### src/sof_length_crc_frame_parser_macros.svh
// Assertion macros shared by the frame parser RTL.
`ifndef SOF_LENGTH_CRC_FRAME_PARSER_MACROS_SVH
`define SOF_LENGTH_CRC_FRAME_PARSER_MACROS_SVH
`ifndef NO_ASSERTIONS
`define SFP_ASSERT_IMP(lbl, ante, cons) \
	lbl: assert property (@(posedge clk) disable iff (!arst_n) (ante) |-> (cons)) \
		else $error("frame parser: same-cycle check failed");
`define SFP_ASSERT_NXT(lbl, ante, cons) \
	lbl: assert property (@(posedge clk) disable iff (!arst_n) (ante) |=> (cons)) \
		else $error("frame parser: next-cycle check failed");
`else
`define SFP_ASSERT_IMP(lbl, ante, cons)
`define SFP_ASSERT_NXT(lbl, ante, cons)
`endif
`endif

### src/sfp_pkg.sv
// Shared constants, types and the CRC function of the frame parser.
`default_nettype none
package sfp_pkg;

	localparam int MAX_PAYLOAD_BYTES_DEF = 64;
	localparam int MAX_FRAME_BYTES_DEF   = 80;

	// Frame layout, as byte positions counted from the first start byte.
	localparam int OVERHEAD_BYTES  = 16;
	localparam int HUNT_SECOND_POS = 1;
	localparam int VERSION_POS     = 2;
	localparam int TYPE_POS        = 3;
	localparam int LEN_LO_POS      = 4;
	localparam int LEN_HI_POS      = 5;
	localparam int LENGTH_DONE_POS = 6;
	localparam int SEQ_START       = 6;
	localparam int TS_START        = 10;
	localparam int PAYLOAD_START   = 14;

	localparam logic [15:0] CRC_INIT = 16'hFFFF;
	localparam logic [15:0] CRC_POLY = 16'h1021;

	localparam int CFG_W     = 8;
	localparam int CFG_IDX_W = 2;
	localparam logic [CFG_IDX_W-1:0] CFG_START_FIRST  = 2'd0;
	localparam logic [CFG_IDX_W-1:0] CFG_START_SECOND = 2'd1;
	localparam logic [CFG_IDX_W-1:0] CFG_EXP_VERSION  = 2'd2;

	localparam logic [CFG_W-1:0] START_FIRST_RST  = 8'hAA;
	localparam logic [CFG_W-1:0] START_SECOND_RST = 8'h55;
	localparam logic [CFG_W-1:0] EXP_VERSION_RST  = 8'h01;

	localparam logic [1:0] STATUS_GOOD    = 2'd0;
	localparam logic [1:0] STATUS_LEN_ERR = 2'd1;
	localparam logic [1:0] STATUS_VER_ERR = 2'd2;
	localparam logic [1:0] STATUS_CRC_ERR = 2'd3;

	// Outcome of one accepted byte.
	typedef enum logic [2:0] {
		EVT_NONE,
		EVT_LEN_ERR,
		EVT_VER_ERR,
		EVT_CRC_ERR,
		EVT_GOOD_EMPTY,
		EVT_GOOD_PAYLOAD
	} sfp_evt_t;

	typedef struct packed {
		logic take_byte;
		logic rd_en;
		logic emit_load;
	} sfp_cmd_t;

	typedef struct packed {
		logic     result_pos;
		logic     slot_free;
		logic     emit_last;
		sfp_evt_t evt;
	} sfp_sts_t;

	// CRC-16/CCITT-FALSE update by one byte, MSB first.
	function automatic logic [15:0] crc16_byte(input logic [15:0] crc_in,
		input logic [7:0] data);
		logic [15:0] c;
		c = crc_in ^ {data, 8'h00};
		for (int i = 0; i < 8; i++) begin
			c = c[15] ? ((c << 1) ^ CRC_POLY) : (c << 1);
		end
		return c;
	endfunction

endpackage
`default_nettype wire

### src/sof_length_crc_frame_parser.sv
// Top level of the start-of-frame, length and CRC framed packet parser.
//
// Usage. Received bytes arrive on the rx channel (rx_valid, rx_ready, rx_byte), one byte per
// transaction. Results leave on the res channel (res_valid, res_ready and the result fields).
// Three configuration registers (first start byte, second start byte, expected version) are
// written through cfg_wr_en, cfg_index and cfg_wr_data while the parser is idle.
// Throughput: a byte is taken every cycle while the frame is received, save when a byte that
// could produce a result waits for a busy result register. A good frame with n payload bytes
// then gives n results, since each result reads the payload memory into a registered read
// stage before it loads the result register; no byte is taken while they are given. A good
// frame with an empty payload and every error give one result, with no read stage.
// Timing: an error or an empty good frame gives its result in the cycle after the byte that
// closes or breaks the frame is taken; a frame with a payload gives its first result once the
// read stage and then the load stage have been through.
// Reset: configuration registers return to 0xAA, 0x55 and 0x01, the error totals clear and the
// parser hunts for a start byte. The payload memory is not cleared and needs no clearing pass.
// Stalls: a result waits in the output register while res_ready is low. Bytes that cannot end a
// frame are still taken meanwhile, except while a frame's payload results are being given; a
// byte that could produce a result waits until the register is free.
`default_nettype none
module sof_length_crc_frame_parser #(
	parameter int MAX_PAYLOAD_BYTES = sfp_pkg::MAX_PAYLOAD_BYTES_DEF,
	parameter int MAX_FRAME_BYTES   = sfp_pkg::MAX_FRAME_BYTES_DEF
) (
	input  wire logic                          clk,
	input  wire logic                          arst_n,
	input  wire logic                          cfg_wr_en,
	input  wire logic [sfp_pkg::CFG_IDX_W-1:0] cfg_index,
	input  wire logic [sfp_pkg::CFG_W-1:0]     cfg_wr_data,
	input  wire logic                          rx_valid,
	output logic                               rx_ready,
	input  wire logic [7:0]                    rx_byte,
	output logic                               res_valid,
	input  wire logic                          res_ready,
	output logic [1:0]                         status,
	output logic [7:0]                         frame_type,
	output logic [6:0]                         payload_length,
	output logic [31:0]                        sequence_number,
	output logic [31:0]                        timestamp,
	output logic [7:0]                         payload_byte,
	output logic [5:0]                         byte_position,
	output logic                               last,
	output logic [31:0]                        crc_error_count,
	output logic [31:0]                        length_error_count,
	output logic [31:0]                        version_error_count
);

	// Commands from the controller and status back from the datapath are the only links.
	sfp_pkg::sfp_cmd_t cmd;
	sfp_pkg::sfp_sts_t sts;

	sfp_ctrl u_ctrl (
		.clk      (clk),
		.arst_n   (arst_n),
		.rx_valid (rx_valid),
		.rx_ready (rx_ready),
		.sts      (sts),
		.cmd      (cmd)
	);

	sfp_dp #(
		.MAX_PAYLOAD_BYTES (MAX_PAYLOAD_BYTES),
		.MAX_FRAME_BYTES   (MAX_FRAME_BYTES)
	) u_dp (
		.clk                 (clk),
		.arst_n              (arst_n),
		.cfg_wr_en           (cfg_wr_en),
		.cfg_index           (cfg_index),
		.cfg_wr_data         (cfg_wr_data),
		.rx_byte             (rx_byte),
		.cmd                 (cmd),
		.sts                 (sts),
		.res_ready           (res_ready),
		.res_valid           (res_valid),
		.status              (status),
		.frame_type          (frame_type),
		.payload_length      (payload_length),
		.sequence_number     (sequence_number),
		.timestamp           (timestamp),
		.payload_byte        (payload_byte),
		.byte_position       (byte_position),
		.last                (last),
		.crc_error_count     (crc_error_count),
		.length_error_count  (length_error_count),
		.version_error_count (version_error_count)
	);

endmodule
`default_nettype wire

### src/sfp_dp.sv
// Datapath of the frame parser: frame registers, CRC, payload memory and result register.
`default_nettype none
module sfp_dp #(
	parameter int MAX_PAYLOAD_BYTES = sfp_pkg::MAX_PAYLOAD_BYTES_DEF,
	parameter int MAX_FRAME_BYTES   = sfp_pkg::MAX_FRAME_BYTES_DEF
) (
	input  wire logic                         clk,
	input  wire logic                         arst_n,
	input  wire logic                         cfg_wr_en,
	input  wire logic [sfp_pkg::CFG_IDX_W-1:0] cfg_index,
	input  wire logic [sfp_pkg::CFG_W-1:0]    cfg_wr_data,
	input  wire logic [7:0]                   rx_byte,
	input  wire sfp_pkg::sfp_cmd_t            cmd,
	output sfp_pkg::sfp_sts_t                 sts,
	input  wire logic                         res_ready,
	output logic                              res_valid,
	output logic [1:0]                        status,
	output logic [7:0]                        frame_type,
	output logic [6:0]                        payload_length,
	output logic [31:0]                       sequence_number,
	output logic [31:0]                       timestamp,
	output logic [7:0]                        payload_byte,
	output logic [5:0]                        byte_position,
	output logic                              last,
	output logic [31:0]                       crc_error_count,
	output logic [31:0]                       length_error_count,
	output logic [31:0]                       version_error_count
);

	localparam int TOTAL_MAX = (MAX_FRAME_BYTES > MAX_PAYLOAD_BYTES + sfp_pkg::OVERHEAD_BYTES)
		? MAX_FRAME_BYTES : MAX_PAYLOAD_BYTES + sfp_pkg::OVERHEAD_BYTES;
	localparam int POS_W = $clog2(TOTAL_MAX + 1);
	localparam int LEN_W = $clog2(MAX_PAYLOAD_BYTES + 1);
	localparam int AW    = (MAX_PAYLOAD_BYTES > 1) ? $clog2(MAX_PAYLOAD_BYTES) : 1;

	logic [7:0]        sof1_q, sof2_q, ver_exp_q;
	logic [POS_W-1:0]  pos_q, total_q;
	logic [15:0]       crc_q;
	logic [AW-1:0]     idx_q;
	logic [31:0]       crc_cnt_q, len_cnt_q, ver_cnt_q;
	logic [7:0]        hdr_ver_q, hdr_type_q, len_lo_q, crc_lo_q;
	logic [LEN_W-1:0]  len_q;
	logic [31:0]       seq_q, ts_q;
	logic [7:0]        payload_mem [MAX_PAYLOAD_BYTES];
	logic [7:0]        rd_data_q;

	logic              res_valid_q;
	logic [1:0]        status_q;
	logic [7:0]        type_out_q, pbyte_out_q;
	logic [6:0]        plen_out_q;
	logic [31:0]       seq_out_q, ts_out_q;
	logic [5:0]        bpos_out_q;
	logic              last_out_q;

	logic              hunting, total_known, in_body, crc_pos, over_limit;
	logic              len_bad, at_len_done, at_end, emit_last;
	logic              frame_take, byte_result, frame_restart, mem_we;
	logic [POS_W:0]    pos_p1, pos_p2, total_x;
	logic [15:0]       len_full, rx_crc;
	logic [1:0]        seq_lane, ts_lane;
	logic [AW-1:0]     wr_addr;
	logic [POS_W-1:0]  hunt_next;
	sfp_pkg::sfp_evt_t evt;

	assign hunting     = pos_q < POS_W'(sfp_pkg::VERSION_POS);
	assign pos_p1      = {1'b0, pos_q} + (POS_W+1)'(1);
	assign pos_p2      = {1'b0, pos_q} + (POS_W+1)'(2);
	assign total_x     = {1'b0, total_q};
	assign total_known = total_q != '0;
	assign in_body     = total_known && (pos_p2 < total_x);
	assign crc_pos     = (pos_q < POS_W'(sfp_pkg::PAYLOAD_START)) || in_body;
	assign over_limit  = pos_q >= POS_W'(MAX_FRAME_BYTES);
	assign len_full    = {rx_byte, len_lo_q};
	assign len_bad     = len_full > 16'(MAX_PAYLOAD_BYTES);
	assign at_len_done = pos_p1 == (POS_W+1)'(sfp_pkg::LENGTH_DONE_POS);
	assign at_end      = total_known && (pos_p1 == total_x);
	assign rx_crc      = {rx_byte, crc_lo_q};
	assign seq_lane    = 2'(pos_q - POS_W'(sfp_pkg::SEQ_START));
	assign ts_lane     = 2'(pos_q - POS_W'(sfp_pkg::TS_START));
	assign wr_addr     = AW'(pos_q - POS_W'(sfp_pkg::PAYLOAD_START));
	assign emit_last   = idx_q == AW'(len_q - LEN_W'(1));

	always_comb begin
		evt = sfp_pkg::EVT_NONE;
		if (!hunting) begin
			if (over_limit) begin
				evt = sfp_pkg::EVT_LEN_ERR;
			end else if (at_len_done && len_bad) begin
				evt = sfp_pkg::EVT_LEN_ERR;
			end else if (at_end) begin
				if (hdr_ver_q != ver_exp_q) begin
					evt = sfp_pkg::EVT_VER_ERR;
				end else if (rx_crc != crc_q) begin
					evt = sfp_pkg::EVT_CRC_ERR;
				end else if (len_q == '0) begin
					evt = sfp_pkg::EVT_GOOD_EMPTY;
				end else begin
					evt = sfp_pkg::EVT_GOOD_PAYLOAD;
				end
			end
		end
	end

	// Second start byte wins over a repeated first start byte.
	always_comb begin
		if (pos_q == POS_W'(sfp_pkg::HUNT_SECOND_POS) && rx_byte == sof2_q) begin
			hunt_next = POS_W'(sfp_pkg::VERSION_POS);
		end else if (rx_byte == sof1_q) begin
			hunt_next = POS_W'(sfp_pkg::HUNT_SECOND_POS);
		end else begin
			hunt_next = '0;
		end
	end

	assign frame_take    = cmd.take_byte && !hunting && (evt == sfp_pkg::EVT_NONE);
	assign byte_result   = cmd.take_byte && (evt != sfp_pkg::EVT_NONE)
		&& (evt != sfp_pkg::EVT_GOOD_PAYLOAD);
	assign frame_restart = byte_result || (cmd.emit_load && emit_last);
	assign mem_we        = frame_take && (pos_q >= POS_W'(sfp_pkg::PAYLOAD_START)) && in_body;

	// A result can only come from the length high byte, the closing byte or an overrun.
	assign sts.result_pos = !hunting && (over_limit
		|| pos_q == POS_W'(sfp_pkg::LEN_HI_POS) || at_end);
	assign sts.slot_free  = !res_valid_q || res_ready;
	assign sts.emit_last  = emit_last;
	assign sts.evt        = evt;

	always_ff @(posedge clk or negedge arst_n) begin
		if (!arst_n) begin
			sof1_q      <= sfp_pkg::START_FIRST_RST;
			sof2_q      <= sfp_pkg::START_SECOND_RST;
			ver_exp_q   <= sfp_pkg::EXP_VERSION_RST;
			pos_q       <= '0;
			total_q     <= '0;
			crc_q       <= sfp_pkg::CRC_INIT;
			idx_q       <= '0;
			crc_cnt_q   <= '0;
			len_cnt_q   <= '0;
			ver_cnt_q   <= '0;
			res_valid_q <= 1'b0;
		end else begin
			if (cfg_wr_en) begin
				case (cfg_index)
					sfp_pkg::CFG_START_FIRST:  sof1_q    <= cfg_wr_data;
					sfp_pkg::CFG_START_SECOND: sof2_q    <= cfg_wr_data;
					sfp_pkg::CFG_EXP_VERSION:  ver_exp_q <= cfg_wr_data;
					default: ;
				endcase
			end

			if (frame_restart) begin
				pos_q   <= '0;
				total_q <= '0;
				crc_q   <= sfp_pkg::CRC_INIT;
			end else if (frame_take) begin
				pos_q <= POS_W'(pos_p1);
				if (crc_pos) begin
					crc_q <= sfp_pkg::crc16_byte(crc_q, rx_byte);
				end
				if (at_len_done) begin
					total_q <= POS_W'(sfp_pkg::OVERHEAD_BYTES) + POS_W'(len_full);
				end
			end else if (cmd.take_byte && hunting) begin
				pos_q <= hunt_next;
			end

			if (cmd.emit_load) begin
				idx_q <= emit_last ? '0 : idx_q + AW'(1);
			end

			if (cmd.take_byte) begin
				case (evt)
					sfp_pkg::EVT_LEN_ERR: len_cnt_q <= len_cnt_q + 32'd1;
					sfp_pkg::EVT_VER_ERR: ver_cnt_q <= ver_cnt_q + 32'd1;
					sfp_pkg::EVT_CRC_ERR: crc_cnt_q <= crc_cnt_q + 32'd1;
					default: ;
				endcase
			end

			if (byte_result || cmd.emit_load) begin
				res_valid_q <= 1'b1;
			end else if (res_ready) begin
				res_valid_q <= 1'b0;
			end
		end
	end

	always_ff @(posedge clk) begin
		if (frame_take) begin
			if (pos_q == POS_W'(sfp_pkg::VERSION_POS)) begin
				hdr_ver_q <= rx_byte;
			end else if (pos_q == POS_W'(sfp_pkg::TYPE_POS)) begin
				hdr_type_q <= rx_byte;
			end else if (pos_q == POS_W'(sfp_pkg::LEN_LO_POS)) begin
				len_lo_q <= rx_byte;
			end else if (pos_q == POS_W'(sfp_pkg::LEN_HI_POS)) begin
				len_q <= LEN_W'(len_full);
			end else if (pos_q < POS_W'(sfp_pkg::TS_START)) begin
				seq_q[{seq_lane, 3'b000} +: 8] <= rx_byte;
			end else if (pos_q < POS_W'(sfp_pkg::PAYLOAD_START)) begin
				ts_q[{ts_lane, 3'b000} +: 8] <= rx_byte;
			end else if (pos_p2 == total_x) begin
				crc_lo_q <= rx_byte;
			end
		end
		if (mem_we) begin
			payload_mem[wr_addr] <= rx_byte;
		end
		if (cmd.rd_en) begin
			rd_data_q <= payload_mem[idx_q];
		end
	end

	always_ff @(posedge clk) begin
		if (cmd.emit_load) begin
			status_q    <= sfp_pkg::STATUS_GOOD;
			type_out_q  <= hdr_type_q;
			plen_out_q  <= 7'(len_q);
			seq_out_q   <= seq_q;
			ts_out_q    <= ts_q;
			pbyte_out_q <= rd_data_q;
			bpos_out_q  <= 6'(idx_q);
			last_out_q  <= emit_last;
		end else if (byte_result) begin
			type_out_q  <= '0;
			plen_out_q  <= '0;
			seq_out_q   <= '0;
			ts_out_q    <= '0;
			pbyte_out_q <= '0;
			bpos_out_q  <= '0;
			last_out_q  <= 1'b1;
			case (evt)
				sfp_pkg::EVT_LEN_ERR: status_q <= sfp_pkg::STATUS_LEN_ERR;
				sfp_pkg::EVT_VER_ERR: status_q <= sfp_pkg::STATUS_VER_ERR;
				sfp_pkg::EVT_CRC_ERR: status_q <= sfp_pkg::STATUS_CRC_ERR;
				sfp_pkg::EVT_GOOD_EMPTY: begin
					status_q   <= sfp_pkg::STATUS_GOOD;
					type_out_q <= hdr_type_q;
					seq_out_q  <= seq_q;
					ts_out_q   <= ts_q;
				end
				default: status_q <= sfp_pkg::STATUS_GOOD;
			endcase
		end
	end

	assign res_valid       = res_valid_q;
	assign status          = status_q;
	assign frame_type      = type_out_q;
	assign payload_length  = plen_out_q;
	assign sequence_number = seq_out_q;
	assign timestamp       = ts_out_q;
	assign payload_byte    = pbyte_out_q;
	assign byte_position   = bpos_out_q;
	assign last            = last_out_q;

	// The totals move only when a new result is loaded, so the live values match the held result.
	assign crc_error_count     = crc_cnt_q;
	assign length_error_count  = len_cnt_q;
	assign version_error_count = ver_cnt_q;

endmodule
`default_nettype wire

### src/sfp_ctrl.sv
// Controller of the frame parser: byte intake and payload result sequencing.
`default_nettype none
`include "sof_length_crc_frame_parser_macros.svh"
module sfp_ctrl (
	input  wire logic              clk,
	input  wire logic              arst_n,
	input  wire logic              rx_valid,
	output logic                   rx_ready,
	input  wire sfp_pkg::sfp_sts_t sts,
	output sfp_pkg::sfp_cmd_t      cmd
);

	typedef enum logic [1:0] {
		ST_RECV,
		ST_EMIT_RD,
		ST_EMIT_LD
	} state_t;

	state_t state_q;

	// A byte that cannot produce a result never needs the result register.
	assign rx_ready = (state_q == ST_RECV) && (sts.slot_free || !sts.result_pos);

	always_comb begin
		cmd.take_byte = rx_valid && rx_ready;
		cmd.rd_en     = state_q == ST_EMIT_RD;
		cmd.emit_load = (state_q == ST_EMIT_LD) && sts.slot_free;
	end

	always_ff @(posedge clk or negedge arst_n) begin
		if (!arst_n) begin
			state_q <= ST_RECV;
		end else begin
			case (state_q)
				ST_RECV: begin
					if (cmd.take_byte && sts.evt == sfp_pkg::EVT_GOOD_PAYLOAD) begin
						state_q <= ST_EMIT_RD;
					end
				end
				ST_EMIT_RD: state_q <= ST_EMIT_LD;
				ST_EMIT_LD: begin
					if (cmd.emit_load) begin
						state_q <= sts.emit_last ? ST_RECV : ST_EMIT_RD;
					end
				end
				default: state_q <= ST_RECV;
			endcase
		end
	end

	`SFP_ASSERT_IMP(a_result_has_slot, cmd.take_byte && sts.evt != sfp_pkg::EVT_NONE, sts.slot_free)
	`SFP_ASSERT_NXT(a_good_frame_reads, cmd.take_byte && sts.evt == sfp_pkg::EVT_GOOD_PAYLOAD, cmd.rd_en)
	`SFP_ASSERT_NXT(a_last_resumes_intake, cmd.emit_load && sts.emit_last, state_q == ST_RECV)

endmodule
`default_nettype wire

### config.mk
export PLATFORM = sky130hd
export DESIGN_NAME = sof_length_crc_frame_parser
export DESIGN_NICKNAME = d
export VERILOG_FILES = /design/src/sfp_pkg.sv /design/src/sof_length_crc_frame_parser.sv /design/src/sfp_dp.sv /design/src/sfp_ctrl.sv
export VERILOG_INCLUDE_DIRS = /design/src /design/src/src
export SDC_FILE = /design/constraint.sdc
export NUM_CORES = 1
export LEC_CHECK = 0
export BUFFER_PORTS_ARGS = -buffer_cell sky130_fd_sc_hd__clkbuf_2
export CORE_ASPECT_RATIO = 0.7
export CORE_MARGIN = 3
export CORE_UTILIZATION = 65
export CTS_CLUSTER_DIAMETER = 120
export DETAILED_ROUTE_END_ITERATION = 8
export GPL_TIMING_DRIVEN = 0
export PLACE_DENSITY = 0.84
export SETUP_SLACK_MARGIN = 0.4
export SYNTH_ARGS = -nofsm -noshare
export SYNTH_HDL_FRONTEND = slang
export SYNTH_HIERARCHICAL = 1
export SYNTH_SLANG_ARGS = --single-unit
### constraint.sdc
create_clock -name clk -period 16.9 [get_ports clk]
set_input_delay 1.69 -clock clk [delete_from_list [all_inputs] [get_ports clk]]
set_output_delay 1.69 -clock clk [all_outputs]
set_load 0.02 [all_outputs]
* Word-level counts from Yosys, hierarchy flattened *
Memories as Yosys holds them, arrays and structs flattened. A register that Yosys moved wholly into a read port is not among the register bits.
Index checks and enable logic that the tools add are counted.

operators by class
  add/subtract/negate cells = 13
  order comparisons = 7
  equal/unequal tests = 25
  shift operators = 4
  muxes and demuxes = 55
  bitwise operators = 15
  reductions and logical operators = 55

operators with widths
  operator                                              count
  two-way mux 32 bit                                    6
  two-way mux 13 bit                                    8
  adder 32 x 1 -> 32 bit, second input constant         3
  bitwise mux 32 bit                                    2
  variable shift 8 x 7 -> 32 bit, first input constant  2
  variable part select 8 x 7 -> 32 bit                  2
  two-way mux 7 bit                                     9
  two-way mux 16 bit                                    3
  two-way mux 8 bit                                     5
  NOT 3 bit                                             8
  AND reduction 2 bit                                   10
  two-way mux 3 bit                                     6
  two-way mux 6 bit                                     3
  logical AND 1 bit                                     17
  equality test 8 x 7 -> 1 bit                          2
  equality test 8 bit                                   2
  > comparator 16 x 7 -> 1 bit, second input constant   1
  != test 16 bit                                        1
  XOR 16 bit                                            1
  equality test 7 x 2 -> 1 bit, second input constant   2
  equality test 7 x 3 -> 1 bit, second input constant   2
  < comparator 7 x 4 -> 1 bit, second input constant    2
  negator 5 -> 7 bit                                    2
  case mux 2 bit (3 select lines)                       2
  40 further kinds                                      73

storage, ports and cells
  flip-flop bits (word level) = 358
  bits in writable memories = 512
  input bits = 23
  output and inout port bits = 194
  logic and storage cells = 202
  memories kept = 1

memory list
  memory            words  width  read ports  clocked after memory_dff  write ports  line          text
  u_dp.payload_mem  64     8      1           1                         1            sfp_dp.sv:44  logic [7:0] payload_mem [MAX_PAYLOAD_BYTES];

* Longest topological paths before layout *
  word-level depth = 20
  gate-level depth with buffers = 17
  depth with buffers taken out = 14

* Modules after synthesis *
Netlist, hierarchy kept.

by module, submodules not included
  module    instances  cells each  area an instance (um^2)  sequential area each (um^2)
  sfp_dp    1          2055        35799.3                  25530.7
  sfp_ctrl  1          13          121.4                    50.0

* Worst setup path after synthesis *
Ideal clock, no wire load.

  kind = input-to-reg
  start point = input port rx_byte[7]
  end point = register u_dp.bpos_out_q[0] (netlist: u_dp/byte_position[0]) (enable)
  library setup time = 0.884 ns
  arrival time = 5.102 ns
  data required time = 16.016 ns
  path slack = 10.914 ns
  cell stages on the path = 7
  buffers on the path = 1
  cell sequence = clkbuf_1 > xnor2_1 > nand4_1 > or4_1 > o21ai_0 > a2bb2oi_1 > nand2_1

on the way
  cells in the longest elaborated chain, start to end = 11
  elaborated cells between the ends (all ways) = 14
  those cells by class = order compare: 1; eq/ne: 2; mux: 6; reduce/logical: 5

RTL lines
  item                                                                                  line                               text
  start, declared                                                                       sof_length_crc_frame_parser.sv:32  input wire logic [7:0] rx_byte,
  parallel branches: the longest is 4 deep, another holds > comparator 16 x 7 -> 1 bit  n/a
  two-way mux 3 bit *                                                                   sfp_dp.sv:88                       end else if (at_len_done && len_bad) begin
  two-way mux 3 bit *                                                                   sfp_dp.sv:86                       if (over_limit) begin
  two-way mux 3 bit *                                                                   sfp_dp.sv:85                       if (!hunting) begin
  nonzero test 3 bit                                                                    sfp_dp.sv:116                      assign byte_result = cmd.take_byte && (evt != sfp_pkg::EVT_NONE)
  logical AND 1 bit                                                                     sfp_dp.sv:116
  logical AND 1 bit *                                                                   sfp_dp.sv:117                      && (evt != sfp_pkg::EVT_GOOD_PAYLOAD);
  nonzero test 2 bit (no source line) *                                                 n/a
  end signal, assigned                                                                  sfp_dp.sv:222                      bpos_out_q <= 6'(idx_q);
  end, declared                                                                         sfp_dp.sv:52                       logic [5:0] bpos_out_q;

Every way passes the cells marked *.
A chain may end at the register's enable or synchronous reset.

==> flow_metrics.env <==
export IMPL_cts_tree="done"
export IMPL_clock_skew_ns=0.0239
export IMPL_grt_pass1_vias=20727
export IMPL_synth_seq_cells=878
export IMPL_syn_area_um2=35900
export IMPL_clk_path_buf_depth=3
export IMPL_numClockSinks=878
export IMPL_drt_first_pass_iters=6
export IMPL_io_pins=217
export IMPL_path_class="flip-flop to flip-flop"
export IMPL_io_buffers=216
export IMPL_synth_top_cell_by_area="edfxtp_1"
export IMPL_drc=0
export IMPL_grt_ovfl_total=0
export IMPL_vias_per_cell=6.66
export IMPL_drive_above_1_share_pct=24.0
export IMPL_post_route_period_util_pct=40.7
export IMPL_ys_warn_count=6
export IMPL_rsz0062_at_grt="false"
export IMPL_htreeDepth=3
export IMPL_ir_drop_mv=0.0906
export IMPL_drt_iter0_drc=2902
export IMPL_postRouteWirelength_mm=90.2
export IMPL_grt_usage_pct=31.5
export IMPL_clock_latency_ns=0.62
export IMPL_async_flop_share_pct=18.1
export IMPL_grt_pass1_wl_mm=134
export IMPL_initial_core_util_pct=66.3
export IMPL_synth_top_cell_area_share_pct=59.9
export IMPL_antenna_found_initial=6
export IMPL_die_width_um=287
export IMPL_post_synth_top_count_cell="edfxtp_1"
export IMPL_leakagePower_nw=14.2
export IMPL_cts_resized=0
export IMPL_period_minus_slack_ns=6.88
export IMPL_tightest_slew_ns=1.19
export IMPL_hold_buffers=0
export IMPL_area_growth_pct=12.9
export IMPL_syn_nets=2119
export IMPL_dpl_hpwl_mm=57.5
export IMPL_yosys_top_cells_count="717 x edfxtp_1, 168 x mux4_2, 134 x dfrtp_1"
export IMPL_avgSynthCellArea_um2=17.4
export IMPL_rows=71
export IMPL_cap_violations=0
export IMPL_fin_nets=2419
export IMPL_cts_buffers_inserted=79
export IMPL_grt_max_degree=99
export IMPL_cp_max_fo=10
export IMPL_final_setup_tns_ns=0
export IMPL_place_congestion=0.947
export IMPL_dieArea_um2=58200
export IMPL_critPathCaptureType="flip-flop"
export IMPL_vias=21061
export IMPL_die_h_um=203
export IMPL_post_cts_buffers=0
export IMPL_crit_required_ns=17.14
export IMPL_ys_flop_type="edfxtp_1"
export IMPL_synth_cell_types=71
export IMPL_status="finished clean"
export IMPL_maxSlewHeadroom_pct=20.3
export IMPL_core_um2=54200
export IMPL_syn_inst=2068
export IMPL_p_per_area_nw_per_um2=127
export IMPL_routedWlPerCell_um=28.5
export IMPL_min_path_type="flip-flop to flip-flop"
export IMPL_synth_top_cells_by_area="edfxtp_1 60%, mux4_2 11%, dfrtp_1 9.3%"
export IMPL_clock_root_buffer="clkbuf_16"
export IMPL_maxSlewViolCount=0
export IMPL_max_clock_freq_ghz=0.145
export IMPL_synth_yosys_seq_area_share_pct=71.2
export IMPL_synth_edf_count=717
export IMPL_power_w=0.00514
export IMPL_finalHoldViolations=0
export IMPL_setup_viol=0
export IMPL_clkTransAtPathRegs_ns=0.06
export IMPL_ant_nets=0
export IMPL_arrival_ns=7.12
export IMPL_cp_start_kind="flip-flop"
==> cell type report <==
type                       instances  area [um2]
clock inverter                    35         339
sequential                       878       25600
timing repair buffer             219        1180
inverter                          45         169
clock buffer                     111        2200
antenna                            1        2.50
buffer                            97         393
tap                              730         913
multi-input combinational       1048        9790
fill                            3109       13600
==> power by group <==
| group | switching [W] | internal, W |
|---|---|---|
| clock network | 0.000773 | 0.00101 |
| logic | 0.000514 | 0.000253 |
| registers | 0.0000820 | 0.00251 |
==> path summary, 6_finish.rpt <==
kind | start | end | slack [ns] | depth (start not counted)
max | u_dp/pos_q[0]$_DFFE_PN0P_ | u_dp/payload_mem[38][0]$_DFFE_PP_ | 10.02 | 14
max in group asynchronous | arst_n | u_dp/crc_q[6]$_DFFE_PN1P_ | 14.96 | 2
min reg2reg | u_dp/status[1]$_SDFFE_PP0P_ | u_dp/status[1]$_SDFFE_PP0P_ | 0.45 | 2
min | u_dp/status[1]$_SDFFE_PP0P_ | u_dp/status[1]$_SDFFE_PP0P_ | 0.45 | 2
max reg2reg | u_dp/pos_q[0]$_DFFE_PN0P_ | u_dp/payload_mem[38][0]$_DFFE_PP_ | 10.02 | 14
min in group asynchronous | arst_n | u_dp/crc_error_count[7]$_DFFE_PN0P_ | 1.06 | 1
==> per-layer routing <==
layer / part of all wire (%) / wire [um] / GRT usage, %
met1: 38 / 34200 / 46.4
met2: 46 / 41600 / 47.2
met3: 13 / 11400 / 8.61
met4: 3.3 / 2960 / 9.18
met5: 0.069 / 62 / 0
==> logic make-up (layout without fill, tap and decap cells) <==
kind of cell    Yosys count  in the layout  share of synthesized area (%)
xor+xnor                175            175                           4.33
mux                     202            202                           11.6
fa+ha+maj                28             28                          0.975
other cells               0              1                              0
flops                   878            878                           71.2
compound gates          165            165                           3.27
simple gates            478            478                           7.08
buf+inv                 142            507                           1.56
==> registers in the layout, indices dropped and copies added (netlist names), 16 cells and up <==
signal / cells
u_dp/payload_mem: 512
u_dp/crc_error_count: 32
u_dp/length_error_count: 32
u_dp/seq_q: 32
u_dp/sequence_number: 32
u_dp/timestamp: 32
u_dp/ts_q: 32
u_dp/version_error_count: 32
u_dp/crc_q: 16
==> placed cells by master (no fill, tap or decap), drive strengths merged, types with 67 or more instances in the layout <==
cell type	count
a21boi	73
and2	67
clkbuf	390
dfrtp	134
edfxtp	717
mux4	168
nand3	69
nor2	119
xnor2	95
xor2	79
==> critical path, stage by stage (launching register included) <==
cell      delay (ns)
dfrtp_1         0.54
buf_2           0.32
inv_1           0.21
ha_1            0.50
and2_1          0.21
o221ai_1        0.34
or4_1           0.31
a31oi_1         0.17
a211oi_2        0.36
and2_1          0.26
nand2_1         0.20
nor3_1          0.61
clkbuf_1        0.53
nand3_1         0.89
nor2_1          1.02
==> through the flow <==
step,cell area (um2),hold slack [ns],util (%),std cells,worst slack [ns]
after CTS,40500,0.458,74.8,3162,10.32
after detailed placement,38000,0.452,70.1,3016,9.64
after global placement,37900,0.450,70.0,3014,8.01
after global routing,40600,0.492,74.9,3163,9.93
after floorplan,35900,0.450,-,2068,10.91
final,40600,0.454,74.9,3164,10.02
Power figures use the tool's default switching activity.
